### config.mk
export PLATFORM = sky130hd
export DESIGN_NAME = sts_front
export DESIGN_NICKNAME = d
export VERILOG_FILES = /design/src/hw/rtl/sts_pkg.sv /design/src/hw/rtl/sts_front.sv
export SDC_FILE = /design/constraint.sdc
export NUM_CORES = 1
export LEC_CHECK = 0
export BUFFER_PORTS_ARGS = -buffer_cell sky130_fd_sc_hd__buf_2
export CAP_MARGIN = 20
export CORE_AREA = 2 2 52 54
export DETAILED_ROUTE_END_ITERATION = 8
export DIE_AREA = 0 0 54 56
export PLACE_DENSITY = 0.82
export SLEW_MARGIN = 40
export SYNTH_ARGS = -nofsm -noshare
export SYNTH_HDL_FRONTEND = slang
export SYNTH_SLANG_ARGS = --single-unit
### constraint.sdc
create_clock -name vclk -period 1
set_clock_uncertainty 0.2 [all_clocks]
set_input_delay 0.05 -clock vclk [all_inputs]
set_output_delay 0.05 -clock vclk [all_outputs]
set_load 0.02 [all_outputs]
### src/hw/rtl/sts_pkg.sv
// sts_pkg: shared constants, types and key helper for sorted_table_search.
// Used by sts_front, sts_queue, sts_back and the top level. No dependencies.
`timescale 1ns / 1ps

package sts_pkg;

    localparam int TABLE_DEPTH = 1024;
    localparam int KEY_WIDTH   = 32;
    localparam int ADDR_W      = $clog2(TABLE_DEPTH);
    localparam int CNT_W       = ADDR_W + 1;       // holds 0..TABLE_DEPTH

    localparam int IN_INDEX_W  = 10;
    localparam int IN_KEY_W    = 32;
    localparam int CFG_W       = 11;
    localparam int OUT_INDEX_W = 10;

    // command queue between front and back, depth must be a power of two
    localparam int QUEUE_DEPTH = 2;
    localparam int QPTR_W      = $clog2(QUEUE_DEPTH);
    localparam int QCNT_W      = QPTR_W + 1;

    localparam logic OP_WRITE  = 1'b0;
    localparam logic OP_SEARCH = 1'b1;

    typedef struct packed {
        logic                        op;
        logic [ADDR_W-1:0]           addr;   // write address, unused on search
        logic signed [KEY_WIDTH-1:0] key;    // stored value or search key
    } item_t;

    typedef struct packed {
        logic empty;
        logic full;
    } q_status_t;

    // fit a 32-bit signed field to the table key width
    function automatic logic signed [KEY_WIDTH-1:0] norm_key(
        input logic signed [IN_KEY_W-1:0] v
    );
        return KEY_WIDTH'(v);
    endfunction

endpackage

### src/hw/rtl/sts_front.sv
// sts_front: accepts transactions and classifies them into queue items.
// Depends on sts_pkg.
`timescale 1ns / 1ps

module sts_front
(
    input  logic                               start,
    input  logic                               op,
    input  logic [sts_pkg::IN_INDEX_W-1:0]     entry_index,
    input  logic signed [sts_pkg::IN_KEY_W-1:0] entry_value,
    input  logic signed [sts_pkg::IN_KEY_W-1:0] search_key,
    input  sts_pkg::q_status_t                 q_status,
    output logic                               busy,
    output logic                               push,
    output sts_pkg::item_t                     push_item
);

    logic accept;
    logic in_range;

    assign busy   = q_status.full;
    assign accept = start && !q_status.full;

    assign in_range = 32'(entry_index) < 32'(sts_pkg::TABLE_DEPTH);

    // writes beyond the table are dropped here
    assign push = accept && ((op == sts_pkg::OP_SEARCH) || in_range);

    always_comb
    begin
        push_item.op   = op;
        push_item.addr = sts_pkg::ADDR_W'(entry_index);
        if (op == sts_pkg::OP_SEARCH)
        begin
            push_item.key = sts_pkg::norm_key(search_key);
        end
        else
        begin
            push_item.key = sts_pkg::norm_key(entry_value);
        end
    end

endmodule

==> qor.csv, run 1 <==
stage,metric,value,unit
status,status,finished with violations,
status,failing checks,negative setup slack,
logic_synthesis,cell count after synthesis,49,
layout,Fillers,210,
logic_synthesis,Netlist Area Pre-Place,640.6,um^2
routing,vias,796,
floorplan,Total Die Area,3024,um^2
layout,footprint of the multi-input gates,486.7,um^2
logic_synthesis,synth unique cells,6,
logic_synthesis,post-synth net total,127,
grt,first-pass GRT wire length,3318,um
routing,Routed WL per cell,13.00,um
power,Power Total,854.7,uW
logic_synthesis,Post-Synth XOR/XNOR Area,0,
layout,"most common cell after layout, fill and taps aside",buf_2,
floorplan,Placeable Area,2432,um^2
worst_setup_path,Crit path arrival time,760,ps
worst_setup_path,CP Class,input pin to output port,
sta,Slew headroom,0.8408,
worst_setup_path,"Cell Chain, Critical Path",buf_12 -> buf_16 -> mux2_4 -> buf_6,
hold_path,WHS Path Cells,2,
sta,RSZ-0062 raised after global routing,yes,
layout,Layout Nets,230,
logic_synthesis,Adder-Cell Fraction of Synth Area,0,
sta,final hold violation count,0,
layout,Area Overhead vs Synth,129.9,%
hold_path,Worst Hold Class,input pin to output port,
routing,Post-DRT Antenna Nets,0,
layout,# diodes,0,
routing,highest metal used,met3,
logic_synthesis,multiplexer share of the synthesized area,0.7383,
sta,Final setup violation count,11,
routing,DRC,0,
floorplan,# rows,18,
layout,Register Area,0,um^2
place,port buffer count,102,
routing,number of detailed-route iterations in the first pass,2,
worst_setup_path,Critical Path Start Type,input pin,
routing,Met1 Wirelength,680,um
sta,Worst Max-Slew Pin Slew,238.0,ps
logic_synthesis,post-synthesis sequential area ratio,0,
worst_setup_path,"slowest stage delay, CP",300,ps
logic_synthesis,Compound-Gate Fraction of Synth Area,0,
routing,met2 WL post-DR,1400,um
layout,FF+latch count,0,
place,Placer Congestion,0.6463,
logic_synthesis,Post-Synth Simple-Gate Area,0.009766,
clock_network,Post-CTS Setup Inserts,0,
layout,share of cells above drive strength 1,0.9267,
logic_synthesis,main combinational cell family by area after synthesis,multiplexers,
floorplan,Die Wd,54,um
routing,Vias/cell,4.422,
worst_setup_path,Worst Path Max Fanout,10,
grt,initial antenna violation count,0,
sta,Peak Freq,991.0,MHz
grt,number of global-route vias before repair,790,
routing,Iter 0 DRT Violations,1,
layout,"Core Util, Final",0.6055,
grt,gr ovfl total,0,
run,maxcap violations,0,
grt,gr usage total,0.1391,
power,pwr dens,580.4,nW/um^2
routing,Detailed Route WL,2340,um
worst_setup_path,"Slowest-stage cell, CP",mux2_4,
power,Max rail drop VDD,0.0003835,V
sta,fin crit share,1.009,
hold_path,worst min-delay path endpoint,busy,
floorplan,die height,56,um
routing,met3 routed WL,258,um
worst_setup_path,Crit path required time,750,ps
worst_setup_path,CP Capture Type,output port,
grt,largest net degree at the start of global routing,11,
sta,Final Max Tran Viols,0,
sta,crit path time final,1009,ps
floorplan,starting density of the core,0.2634,
layout,clkbuf count,0,
sta,Final WS setup,-9.093,ps
logic_synthesis,yosys warns,0,
floorplan,I/O Pins,123,
layout,most frequent cells in the layout,"69 x buf_2, 32 x mux2_4, 32 x buf_6",
logic_synthesis,Synth Area per Inst,13.07,um^2
power,Lkg Pwr,0.0008388,uW
hold_path,hold path startpoint,q_status[0],
-- repair_timing --
item                                    CTS  global route
endpoints found under the setup margin   32            27
hold buffers                             10             0
resized for setup                        69             4
cloned                                    3             0
hold endpoints to repair                 10             0
-- per-stage QoR --
step                hold WS, ps  setup WS [ps]  TNS, ps  instance area, um^2  instances
finish                    144.2         -9.093   -70.29                 1473        180
global route              158.5         -25.27   -309.0                 1473        180
CTS                       135.3         -21.46   -142.6                 1459        180
detailed placement       -99.86         -113.4    -2794                 1067        167
global placement         -99.86         -105.2    -2687                 1067        167
floorplan                -21.89          110.2        0                640.6         49
-- worst max-delay path, delay by kind of cell --
kind | cells | cell delay, ps
muxes | 1 | 300
buffers and inverters | 3 | 410
-- cells by family (layout without fill, tap and decap cells) --
family	after synthesis	count (layout)
buf+inv	16	117
mux	32	32
simple gates	1	1
-- synth_stat cells --
library cell  count  area, um^2
buf_4            12       90.09
nor2b_1           1       6.260
mux2_4           30       450.4
buf_12            3       60.06
buf_6             1       11.26
mux2_2            2       22.52
-- how the worst max path moves through the flow --
stage	end	from	depth (start not counted)
finish	push_item[24]	op	4
floorplan	push_item[0]	op	3
global placement	push_item[4]	op	4
global route	push_item[21]	op	4
detailed placement	push_item[22]	op	4
CTS	push_item[29]	op	4
-- area by class of cell --
type / instances / share of cell area
multi-input combinational: 33 / 0.3305
timing repair buffer: 117 / 0.6440
tap: 30 / 0.02549
-- report_power, final --
part	leakage (uW)	switching [uW]	internal (uW)
clock network	0	0	0
registers	0	0	0
logic	0.000839	342	513
total	0.000839	342	513
-- layer usage --
metal | track usage | vias to the layer above
li1 | - | 369
met2 | 0.3223 | 69
met3 | 0.008065 | 0
met1 | 0.1218 | 358
met5 | 0 | -
met4 | 0 | 0
Note: power is estimated with default switching activity, not from simulation.
==> run 2, diff against run 1 <==
--- a/config.mk
+++ b/config.mk
@@ -15,3 +15,4 @@
 export SYNTH_ARGS = -nofsm -noshare
 export SYNTH_HDL_FRONTEND = slang
 export SYNTH_SLANG_ARGS = --single-unit
+export TNS_END_PERCENT = 10
==> run 2 against run 1 <==
- the flow still finishes with violations (negative setup slack)
- hold slack hardly changed
- cell count stayed put
- core utilization is 0.77 points lower
- die area stayed put
- power is 1.5% lower
- maximum frequency is 0.28% lower
- wire length is 1.8% lower
- clock-buffer cell count stayed put
- sequential cell count stayed put
- combinational power is 2% lower
- global-route usage is 0.74 points lower
- highest routed layer unchanged
- sequential share of layout area stayed put
==> qor.csv, run 2 (same netlist as run 1, synthesis figures left out) <==
stage,metric,value,unit
status,status,finished with violations,
status,failing checks,negative setup slack,
sta,Final setup violation count,14,
sta,final hold violation count,0,
floorplan,# rows,18,
place,Placer Congestion,0.6463,
floorplan,starting density of the core,0.2634,
power,pwr dens,579.2,nW/um^2
worst_setup_path,Crit path arrival time,760,ps
layout,Fillers,207,
grt,met1 Track Usage GR,0.1138,
sta,Worst Max-Slew Pin Slew,227.4,ps
routing,Detailed Route WL,2297,um
sta,Worst Hold Slack,144.3,ps
grt,number of global-route vias before repair,759,
grt,gr usage total,0.1317,
floorplan,die height,56,um
routing,vias,799,
floorplan,Total Die Area,3024,um^2
routing,Post-DRT Antenna Nets,0,
layout,Layout Nets,230,
layout,"most common cell after layout, fill and taps aside",buf_2,
worst_setup_path,CP Class,input pin to output port,
power,sw power,340.3,uW
hold_path,worst min-delay path endpoint,busy,
routing,Vias/cell,4.439,
grt,met3 GRT Util,0.008065,
layout,# diodes,0,
power,Sequential Power Share,0,
sta,TNS Setup,-94.07,ps
layout,FF+latch count,0,
floorplan,Die Wd,54,um
sta,Final WS setup,-11.89,ps
routing,Iter 0 DRT Violations,2,
sta,RSZ-0062 raised after global routing,yes,
power,clock share of power,0,
power,Max rail drop VDD,0.0003931,V
sta,crit path time final,1012,ps
hold_path,WHS Path Cells,2,
power,Lkg Pwr,0.0008325,uW
floorplan,I/O Pins,123,
grt,grt peak-use layer,met2,
run,maxcap violations,0,
place,port buffer count,102,
sta,fin crit share,1.012,
worst_setup_path,Worst Path Max Fanout,10,
worst_setup_path,CP Capture Type,output port,
sta,Slew headroom,0.8479,
layout,most frequent cells in the layout,"72 x buf_2, 32 x mux2_4, 29 x buf_6",
worst_setup_path,Crit path required time,750,ps
floorplan,Placeable Area,2432,um^2
grt,first-pass GRT wire length,3146,um
clock_network,Post-CTS Setup Inserts,0,
sta,Final Max Tran Viols,0,
layout,clkbuf count,0,
grt,largest net degree at the start of global routing,11,
power,Comb pwr share,1.000,
routing,DRC,0,
power,Internal,501.9,uW
worst_setup_path,Critical Path Start Type,input pin,
layout,footprint of the multi-input gates,486.7,um^2
hold_path,hold path startpoint,q_status[0],
grt,initial antenna violation count,0,
grt,met2 Use GR,0.3066,
sta,Peak Freq,988.2,MHz
power,Sw Ratio,0.4041,
layout,share of cells above drive strength 1,0.9267,
grt,gr ovfl total,0,
worst_setup_path,"Cell Chain, Critical Path",buf_12 -> buf_16 -> mux2_4 -> buf_6,
layout,Register Area,0,um^2
worst_setup_path,"Slowest-stage cell, CP",mux2_4,
worst_setup_path,"slowest stage delay, CP",300,ps
hold_path,Worst Hold Class,input pin to output port,
layout,Area Overhead vs Synth,127.0,%
routing,number of detailed-route iterations in the first pass,4,
routing,Routed WL per cell,12.76,um
==> run 2: cell counts in the layout (fill, tap and decap cells not counted) <==
Identical to the previous run, type by type.
==> run 2: final cells by class <==
type / instances / share of cell area
Multi-Input combinational cell: 33 / 0.3348
Timing Repair Buffer: 117 / 0.6394
Tap cell: 30 / 0.02582
==> run 2: power groups by stage <==
stage | sequential [uW] | combinational [uW] | clock, uW
6_report | 0 | 842 | 0
5_1_grt | 0 | 886 | 0
4_1_cts | 0 | 789 | 0
3_5_place_dp | 0 | 595 | 0
3_3_place_gp | 0 | 585 | 0
2_1_floorplan | 0 | 445 | 0
==> run 2: worst max-delay path by stage <==
stage	end	from	slack [ps]
floorplan	push_item[0]	op	110
global placement	push_item[4]	op	-110
detailed placement	push_item[22]	op	-110
CTS	push_item[29]	op	-20
global route	push_item[20]	op	-20
finish	push_item[20]	op	-10
==> run 2: what timing repair did <==
action	4_1_cts	5_1_grt
hold buffers	10	0
endpoints found under the setup margin	32	30
endpoints found under the hold margin	10	0
gates resized for setup	43	24
gates cloned	3	0
==> run 2: layer usage <==
layer	routed length, um	part of all wire
met4	0	0
met1	653	0.28
met2	1355	0.59
met3	288	0.13
met5	0	0
==> run 2: critical path, delay by kind of cell <==
family   cells  cell delay (ps)
buf+inv      3              410
mux          1              300
==> run 2: metrics by stage <==
stage,cell area (um^2),cells,total power (uW),utilization,worst slack (ps)
6_report,1454,180,842.2,0.5977,-11.89
4_1_cts,1378,180,789.2,0.5664,-21.46
5_1_grt,1454,180,885.6,0.5977,-22.67
3_3_place_gp,1067,167,584.8,0.4388,-105.2
2_1_floorplan,640.6,49,445.5,-,110.2
3_5_place_dp,1067,167,595.5,0.4388,-113.4
