$ cat src/hw/rtl/sts_pkg.sv
// sts_pkg: shared constants, types and key helper for sorted_table_search.
// Used by sts_front, sts_queue, sts_back and the top level. No dependencies.
`timescale 1ns / 1ps

package sts_pkg;

    localparam int TABLE_DEPTH = 1024;
    localparam int KEY_WIDTH   = 32;
    localparam int ADDR_W      = $clog2(TABLE_DEPTH);
    localparam int CNT_W       = ADDR_W + 1;       // holds 0..TABLE_DEPTH

    localparam int IN_INDEX_W  = 10;
    localparam int IN_KEY_W    = 32;
    localparam int CFG_W       = 11;
    localparam int OUT_INDEX_W = 10;

    // command queue between front and back, depth must be a power of two
    localparam int QUEUE_DEPTH = 2;
    localparam int QPTR_W      = $clog2(QUEUE_DEPTH);
    localparam int QCNT_W      = QPTR_W + 1;

    localparam logic OP_WRITE  = 1'b0;
    localparam logic OP_SEARCH = 1'b1;

    typedef struct packed {
        logic                        op;
        logic [ADDR_W-1:0]           addr;   // write address, unused on search
        logic signed [KEY_WIDTH-1:0] key;    // stored value or search key
    } item_t;

    typedef struct packed {
        logic empty;
        logic full;
    } q_status_t;

    // fit a 32-bit signed field to the table key width
    function automatic logic signed [KEY_WIDTH-1:0] norm_key(
        input logic signed [IN_KEY_W-1:0] v
    );
        return KEY_WIDTH'(v);
    endfunction

endpackage

$ cat src/hw/rtl/sts_queue.sv
// sts_queue: small FIFO of classified items between front and back.
// Depends on sts_pkg.
`timescale 1ns / 1ps

module sts_queue
(
    input  logic               clk,
    input  logic               rst_n,
    input  logic               push,
    input  sts_pkg::item_t     push_item,
    input  logic               pop,
    output sts_pkg::item_t     head_item,
    output sts_pkg::q_status_t q_status
);

    sts_pkg::item_t                 slot_reg [sts_pkg::QUEUE_DEPTH];
    logic [sts_pkg::QPTR_W-1:0]     wr_ptr_reg;
    logic [sts_pkg::QPTR_W-1:0]     rd_ptr_reg;
    logic [sts_pkg::QCNT_W-1:0]     count_reg;
    logic [sts_pkg::QCNT_W-1:0]     count_next;
    logic                           do_push;
    logic                           do_pop;

    assign q_status.empty = (count_reg == '0);
    assign q_status.full  = (count_reg == sts_pkg::QCNT_W'(sts_pkg::QUEUE_DEPTH));
    assign do_push = push && !q_status.full;
    assign do_pop  = pop && !q_status.empty;
    assign head_item = slot_reg[rd_ptr_reg];

    always_comb
    begin
        count_next = count_reg;
        if (do_push && !do_pop)
        begin
            count_next = count_reg + 1'b1;
        end
        else if (do_pop && !do_push)
        begin
            count_next = count_reg - 1'b1;
        end
    end

    always_ff @(posedge clk or negedge rst_n)
    begin
        if (!rst_n)
        begin
            wr_ptr_reg <= '0;
            rd_ptr_reg <= '0;
            count_reg  <= '0;
        end
        else
        begin
            count_reg <= count_next;
            if (do_push)
            begin
                wr_ptr_reg <= wr_ptr_reg + 1'b1;
            end
            if (do_pop)
            begin
                rd_ptr_reg <= rd_ptr_reg + 1'b1;
            end
        end
    end

    always_ff @(posedge clk)
    begin
        if (do_push)
        begin
            slot_reg[wr_ptr_reg] <= push_item;
        end
    end

endmodule

$ cat config.mk
export PLATFORM = sky130hd
export DESIGN_NAME = sts_queue
export DESIGN_NICKNAME = d
export VERILOG_FILES = /design/src/hw/rtl/sts_pkg.sv /design/src/hw/rtl/sts_queue.sv
export SDC_FILE = /design/constraint.sdc
export NUM_CORES = 1
export LEC_CHECK = 0
export BUFFER_PORTS_ARGS = -buffer_cell sky130_fd_sc_hd__buf_2
export CORE_UTILIZATION = 36
export DETAILED_ROUTE_END_ITERATION = 10
export GPL_TIMING_DRIVEN = 0
export SLEW_MARGIN = 40
export SYNTH_ARGS = -nofsm -noshare
export SYNTH_HDL_FRONTEND = slang
export SYNTH_SLANG_ARGS = --single-unit
$ cat constraint.sdc
create_clock -name clk -period 7.85 [get_ports clk]
set_clock_uncertainty 0.15 [all_clocks]
set_input_delay 0.785 -clock clk [delete_from_list [all_inputs] [get_ports clk]]
set_output_delay 0.785 -clock clk [all_outputs]
set_load 0.05 [all_outputs]
==> results of run 1 <==
==> where the power goes <==
group | total (mW) | internal [mW] | switching (mW)
sequential | 0.689 | 0.656 | 0.0327
combinational | 0.909 | 0.317 | 0.592
clock | 0.316 | 0.151 | 0.165
==> layout make-up <==
type	count	area share (%)
repair buffers	94	11.5
clock inverters	7	1.71
plain buffers	5	2.08
flip-flops and latches	90	61.2
inverters	2	0.171
well taps	129	3.68
multi-input cells	56	16.7
diodes	2	0.114
clock buffers	9	2.83
==> layout by cell type (no fill, tap or decap) <==
| master | n |
|---|---|
| buf_2 | 91 |
| edfxtp_1 | 86 |
| mux2_4 | 39 |
| clkbuf_8 | 9 |
| buf_12 | 5 |
| mux2_2 | 4 |
| inv_6 | 4 |
| dfrtp_1 | 4 |
| xnor2_1 | 3 |
| diode_2 | 2 |
| inv_1 | 2 |
| nor2_1 | 2 |
| xor2_1 | 2 |
| clkinv_2 | 2 |
| buf_8 | 2 |
| buf_6 | 1 |
| nand2b_1 | 1 |
| nand2_1 | 1 |
| o21ai_1 | 1 |
| and3_4 | 1 |
| nor2_4 | 1 |
| ha_1 | 1 |
| bufinv_16 | 1 |
==> worst reg2reg max path, stage by stage (launching register included) <==
cell and delay (ns):
dfrtp_1 0.44, nand2b_1 0.18, nand2_1 0.14, nor2_4 0.38
buf_8 0.23, buf_8 0.20
==> metal layers <==
layer	vias up	wire (um)	GRT usage [%]
li1	806	-	-
met1	827	2590	14.2
met2	70	2430	17.8
met3	11	413	4.30
met4	0	100	5.35
met5	-	0	0
==> final timing paths <==
path | start | end | cells after the start
max | rd_ptr_reg | head_item[19] | 4
min reg2reg | count_reg[1] | count_reg[1] | 1
max in group asynchronous | rst_n | count_reg[1] | 1
max reg2reg | count_reg[0] | slot_reg[0][35] | 5
min in group clk | count_reg[1] | count_reg[1] | 1
min | rst_n | wr_ptr_reg | 1
==> kinds of logic (layout without fill, tap and decap cells) <==
family | after synthesis | in the layout | share of synthesized area [%]
flip-flops | 90 | 90 | 76.6
multiplexers | 43 | 43 | 18.0
buffers and inverters | 7 | 117 | 2.82
AND/OR/NAND/NOR | 6 | 6 | 0.786
XOR/XNOR | 5 | 5 | 1.25
adder cells (fa/ha/maj) | 1 | 1 | 0.357
AO/OA/AOI/OAI | 1 | 1 | 0.143
other | 0 | 2 | 0
==> stage by stage <==
step           instance area [um^2]  hold slack, ns
2_1_floorplan                  3500           0.310
3_3_place_gp                   4120           0.326
3_5_place_dp                   4180           0.373
4_1_cts                        4380          0.0585
5_1_grt                        4380          0.0577
6_report                       4380          0.0783
==> results.tsv, run 1 <==
stage	metric	value	unit
power	Power, Total	1.91	mW
hold_path	worst min-delay path class	input pin to asynchronous set/reset pin	
routing	first-pass iteration count of the detailed router	4	
sta	Max Slew Vio Count	0	
grt	number of global-route vias before repair	1739	
synth	Post-Syn Nets	201	
sta	slew margin rel.	70.9	%
synth	most area-consuming cells after synthesis	edfxtp_1 74%, mux2_4 17%, dfrtp_1 2.9%	
sta	least setup slack across all paths after layout	5.37	ns
final_layout	register cell area after layout	0.00268	mm^2
clocking	Post-CTS Resized	0	
routing	drt initial violations	68	
synth	gate count after technology mapping	153	
clocking	buffer type at the clock tree root	clkbuf_8	
synth	Netlist Area Pre-Place	0.00350	mm^2
floorplanning	number of standard-cell rows in the floorplan	35	
worst_setup_path	data arrival time of the worst path	1.54	ns
routing	wirelength, routed	5.54	mm
sta	shortest period the worst path allows	2.48	ns
routing	detailed-route wire length per cell	14.1	um
power	IR Drop Worst-Case VDD	0.264	mV
synth	Synth Register Bits	90	
synth	distinct cell type count of the synthesized netlist	15	
sta	total negative setup slack	0	ns
routing	number of vias in the routed layout	1714	
sta	setup violators final	0	
clocking	H-Tree Level Count	3	
synth	most instantiated flip-flop cell in the synthesis netlist	edfxtp_1	
floorplanning	Die X-Extent	101	um
worst_setup_path	type of the setup path with the least slack	flop to primary output	
clocking	post-CTS repair timing setup buffer count	0	
worst_setup_path	CP max stage cell	dfrtp_1	
power	cell area power density	436	mW/mm^2
clocking	total clock sinks	90	
clocking	CTS Hold Buffers Added	0	
synth	commonest cells in the netlist	86 x edfxtp_1, 39 x mux2_4, 4 x buf_12, 4 x dfrtp_1, 4 x mux2_2	
worst_setup_path	critical path fanouts, max	10	
worst_setup_path	kind of end point of the critical path	primary output	
final_layout	filler cell count in the final layout	817	
grt	first-pass GRT wire length	8.48	mm
placed_design	GP Congestion	0.697	
floorplanning	I/O pins	92	
synth	number of flops mapped to enable cells by yosys	86	
worst_setup_path	startpoint type of the worst setup path	flop	
grt	GRT overflow	0	
worst_setup_path	setup slack on the worst flop-to-flop path	5.84	ns
final_layout	max reg flops	86	
sta	number of hold violations in the final report	0	
flow_run	Max-cap violations	0	
routing	DRT antenna net count	0	
final_layout	post-route non-filler standard cell count	394	
worst_setup_path	delay of the slowest critical-path stage	0.38	ns
worst_setup_path	crit-path leading delay family	buffers and inverters	
floorplanning	Die ar.	0.0101	mm^2
synth	Yosys top cell area share	73.8	%
worst_setup_path	Crit path required time	6.91	ns
floorplanning	Initial Util	37.5	%
sta	Least-Margin Pin Slew	0.435	ns
synth	library cell with the highest instance count after synthesis	edfxtp_1	
synth	Yosys Warn Count	0	
synth	average footprint of a synthesized cell	22.9	um^2
placed_design	half-perimeter wire length after placement	3.82	mm
power	Leak Pwr	1.77	nW
clocking	maximum root-to-sink buffer count	2	
grt	pin count of the biggest net entering global routing	32	
clocking	Clk Latency, worst-skew pair	0.34	ns
routing	average vias per placed instance	4.35	
placed_design	number of instances in the placed design	376	
run_status	status	complete, no violations	
floorplanning	core outline area	0.00933	mm^2
placed_design	number of I/O port buffers	91	
floorplanning	Die Y	101	um
clocking	total CTS buffers	9	
worst_setup_path	critical-path cell list	buf_6 > buf_12 > mux2_4 > buf_2	
clocking	clock edge transition at the registers on the reported setup and hold paths	0.09	ns
sta	final period utilization	31.5	%
synth	cell taking the most area after synthesis	edfxtp_1	
grt	Global Route Usage Sum	11.5	%
final_layout	nets	306	
synth	share of flip-flops with an asynchronous set or reset	4.44	%
synth	sequential cell area fraction in the yosys report	76.6	%
final_layout	layout overhead on the synthesized area	25.2	%
routing	remaining routing DRC violations	0	
placed_design	setup slack at placement	5.55	ns
final_layout	fraction of layout instances using a drive strength above 1	60.8	%
clocking	clock tree from TritonCTS	yes	
final_layout	area of the multi-input gates	732	um^2
sta	achievable frequency	0.404	GHz
grt	antenna violations before repair	2	
sta	RSZ-0062 raised after global routing	no	
worst_setup_path	worst path bufs/invs	3	
final_layout	Util after Layout	47.0	%
No activity file was read; power rests on OpenSTA's default activity.
==> run 2: changes to the inputs <==
- ABC_AREA: not set -> 1
- clock period: 7.85 -> 2.08 ns (I/O delays scaled with it)
==> run 2 against run 1 <==
Net effect: worst setup slack worse by 5.2 ns; sequential share of layout area down 4.1 points; non-clock buffer count up 49; clock power rose to 3.8 times the previous value; wire length up 18%.
==> results.tsv, run 2 <==
stage	metric	value	unit	change
worst_setup_path	startpoint type of the worst setup path	flop		
final_layout	most common cell after layout, fill and taps aside	nand2_1		
sta	setup violators final	0		unchanged
grt	number of global-route vias before repair	2274		+31%
worst_setup_path	critical-path cell list	inv_1 > nor2_4 > nor2_2 > nand2_2 > clkinvlp_4 > buf_12		
floorplanning	core outline area	0.00889	mm^2	-4.7%
synth	average footprint of a synthesized cell	13.1	um^2	-43%
placed_design	half-perimeter wire length after placement	4.13	mm	+8.1%
synth	Yosys Warn Count	0		unchanged
floorplanning	Initial Util	37.8	%	+0.27 points
grt	Global Route Usage Sum	14.2	%	+2.8 points
worst_setup_path	delay of the slowest critical-path stage	0.42	ns	+0.04 ns
sta	slew margin rel.	66.8	%	-4.1 points
synth	Yosys top cell area share	76.8	%	+3.1 points
routing	average vias per placed instance	4.39		+0.85%
worst_setup_path	critical path fanouts, max	24		+14
final_layout	post-route non-filler standard cell count	519		+32%
synth	Post-Syn Nets	304		+51%
placed_design	setup slack at placement	0.134	ns	-5.41 ns
synth	gate count after technology mapping	256		+67%
final_layout	fraction of layout instances using a drive strength above 1	30.2	%	-31 points
final_layout	final non-filler cell area	0.00470	mm^2	+7.2%
synth	most area-consuming cells after synthesis	edfxtp_1 77%, nand2_1 15%, dfrtp_1 3.0%		
sta	shortest period the worst path allows	1.94	ns	
worst_setup_path	Crit path required time	2.02	ns	-4.89 ns
placed_design	GP Congestion	0.735		+5.5%
power	IR Drop Worst-Case VDD	0.918	mV	+250%
placed_design	number of I/O port buffers	91		unchanged
clocking	clock edge transition at the registers on the reported setup and hold paths	0.09	ns	about the same
final_layout	count of inserted antenna diode cells	0		-2
sta	RSZ-0062 raised after global routing	no		
synth	distinct cell type count of the synthesized netlist	15		unchanged
clocking	Clk Latency, worst-skew pair	0.34	ns	about the same
power	Power, Total	7.30	mW	+280%
worst_setup_path	type of the setup path with the least slack	flop to flop		
synth	sequential cell area fraction in the yosys report	79.8	%	+3.2 points
final_layout	nets	454		+48%
floorplanning	Die ar.	0.00973	mm^2	-3.9%
grt	antenna violations before repair	0		-2
grt	first-pass GRT wire length	10.5	mm	+23%
sta	Least-Margin Pin Slew	0.497	ns	+0.0617 ns
sta	least setup slack across all paths after layout	0.142	ns	-5.23 ns
final_layout	layout overhead on the synthesized area	39.9	%	
routing	DRT antenna net count	0		unchanged
clocking	buffer type at the clock tree root	clkbuf_8		
sta	final period utilization	93.2	%	
synth	Netlist Area Pre-Place	0.00336	mm^2	-4.0%
grt	GRT overflow	0		unchanged
worst_setup_path	CP max stage cell	clkinvlp_4		
sta	achievable frequency	0.516	GHz	
hold_path	worst min-delay path class	input pin to asynchronous set/reset pin		
worst_setup_path	FF-to-FF path depth	6		+1
power	cell area power density	1550	mW/mm^2	+260%
placed_design	number of instances in the placed design	458		+22%
synth	most instantiated flip-flop cell in the synthesis netlist	edfxtp_1		
synth	cell taking the most area after synthesis	edfxtp_1		
synth	share of flip-flops with an asynchronous set or reset	4.44	%	unchanged
sta	Max Slew Vio Count	0		unchanged
synth	library cell with the highest instance count after synthesis	nand2_1		
floorplanning	Die Y	98.6	um	-2.0%
synth	Synth Register Bits	90		unchanged
grt	pin count of the biggest net entering global routing	25		-22%
sta	number of hold violations in the final report	0		unchanged
worst_setup_path	Levels on crit path	6		+2
worst_setup_path	kind of end point of the critical path	flop		
synth	number of flops mapped to enable cells by yosys	86		unchanged
floorplanning	Die X-Extent	98.6	um	-2.0%
worst_setup_path	data arrival time of the worst path	1.88	ns	+0.34 ns
worst_setup_path	crit-path leading delay family	buffers and inverters		
floorplanning	I/O pins	92		unchanged
clocking	total clock sinks	90		unchanged
clocking	total CTS buffers	9		unchanged
clocking	maximum root-to-sink buffer count	2		unchanged
worst_setup_path	worst path bufs/invs	3		unchanged
final_layout	max reg flops	86		unchanged
routing	wirelength, routed	6.53	mm	+18%
run_status	status	complete, no violations		
routing	number of vias in the routed layout	2277		+33%
routing	first-pass iteration count of the detailed router	4		unchanged
synth	commonest cells in the netlist	138 x nand2_1, 86 x edfxtp_1, 7 x inv_1		
routing	remaining routing DRC violations	0		unchanged
floorplanning	number of standard-cell rows in the floorplan	34		-2.9%
placed_design	cell area after placement	0.00405	mm^2	-3.2%
routing	drt initial violations	72		+5.9%
final_layout	leading cell types in the layout, fill and taps excluded	137 x nand2_1, 95 x buf_2, 86 x edfxtp_1		
clocking	clock tree from TritonCTS	yes		
routing	detailed-route wire length per cell	12.6	um	-11%
power	Leak Pwr	2.04	nW	+16%
clocking	H-Tree Level Count	3		unchanged
flow_run	Max-cap violations	0		unchanged
[run 2: cell count changes in the layout (fill, tap and decap cells not counted), moves of 4 or more]
cell,change
buf_4,+5
mux2_4,-39
inv_6,-4
inv_1,+4
mux2_2,-4
nand2_1,+136
dlygate4sd3_1,+45
buf_2,+4
buf_12,-4
[run 2: per-layer routing]
layer,track usage [%],share of wire (%),up-vias
met1,16.2,42,1034
met2,25.0,51,76
met4,4.59,1.2,0
met3,5.11,6.3,12
li1,-,-,1155
met5,0,0,-
[run 2: where the power goes]
group          internal, mW  switching (mW)
sequential             2.47           0.113
clock                 0.622           0.573
combinational         0.829            2.70
total                  3.92            3.38
[run 2: area by class of cell]
type,count,area (um^2)
Buffer,9,57.6
Clock buffer,12,155
Clock inverter,4,51.3
Fill cell,760,4190
Inverter,8,36.3
Multi-Input combinational cell,149,603
Sequential cell,90,2680
Tap cell,108,135
Timing Repair Buffer,139,981
[run 2: worst register-to-register path, stage by stage (launching register included)]
cell and delay [ns]:
dfrtp_1 0.39, inv_1 0.11, nor2_4 0.13, nor2_2 0.06, nand2_2 0.08, clkinvlp_4 0.42
buf_12 0.35
[run 2: cell families after synthesis]
group | synth area share [%]
xor+xnor | 0.261
flops | 79.8
buf+inv | 2.68
compound gates | 0.298
fa+ha+maj | 0.372
simple gates | 16.6
[run 2: timing repair]
| action | CTS | global route |
|---|---|---|
| resized for setup | 0 | 0 |
| buffers inserted | 0 | 0 |
| hold endpoints to repair | 91 | 0 |
| setup endpoints to repair | 0 | 0 |
| hold buffers | 45 | 0 |
[run 2: final timing paths]
check	start	endpoint	slack, ns
worst min register to register	wr_ptr_reg	wr_ptr_reg	0.35
worst max-delay path	count_reg[1]	slot_reg[0][25]	0.14
min in group clk	push	wr_ptr_reg	0.10
worst max register to register	count_reg[1]	slot_reg[0][25]	0.14
worst min-delay path	rst_n	wr_ptr_reg	0.04
max in group asynchronous	rst_n	rd_ptr_reg	1.60
[run 2: per-stage QoR]
stage	hold slack (ns)	setup TNS [ns]	utilization [%]
5_1_grt	0.0295	0	52.9
6_report	0.0413	0	52.9
2_1_floorplan	-0.238	0	-
3_3_place_gp	-0.129	-16.95	44.7
4_1_cts	0.0317	0	52.9
3_5_place_dp	-0.128	0	45.5
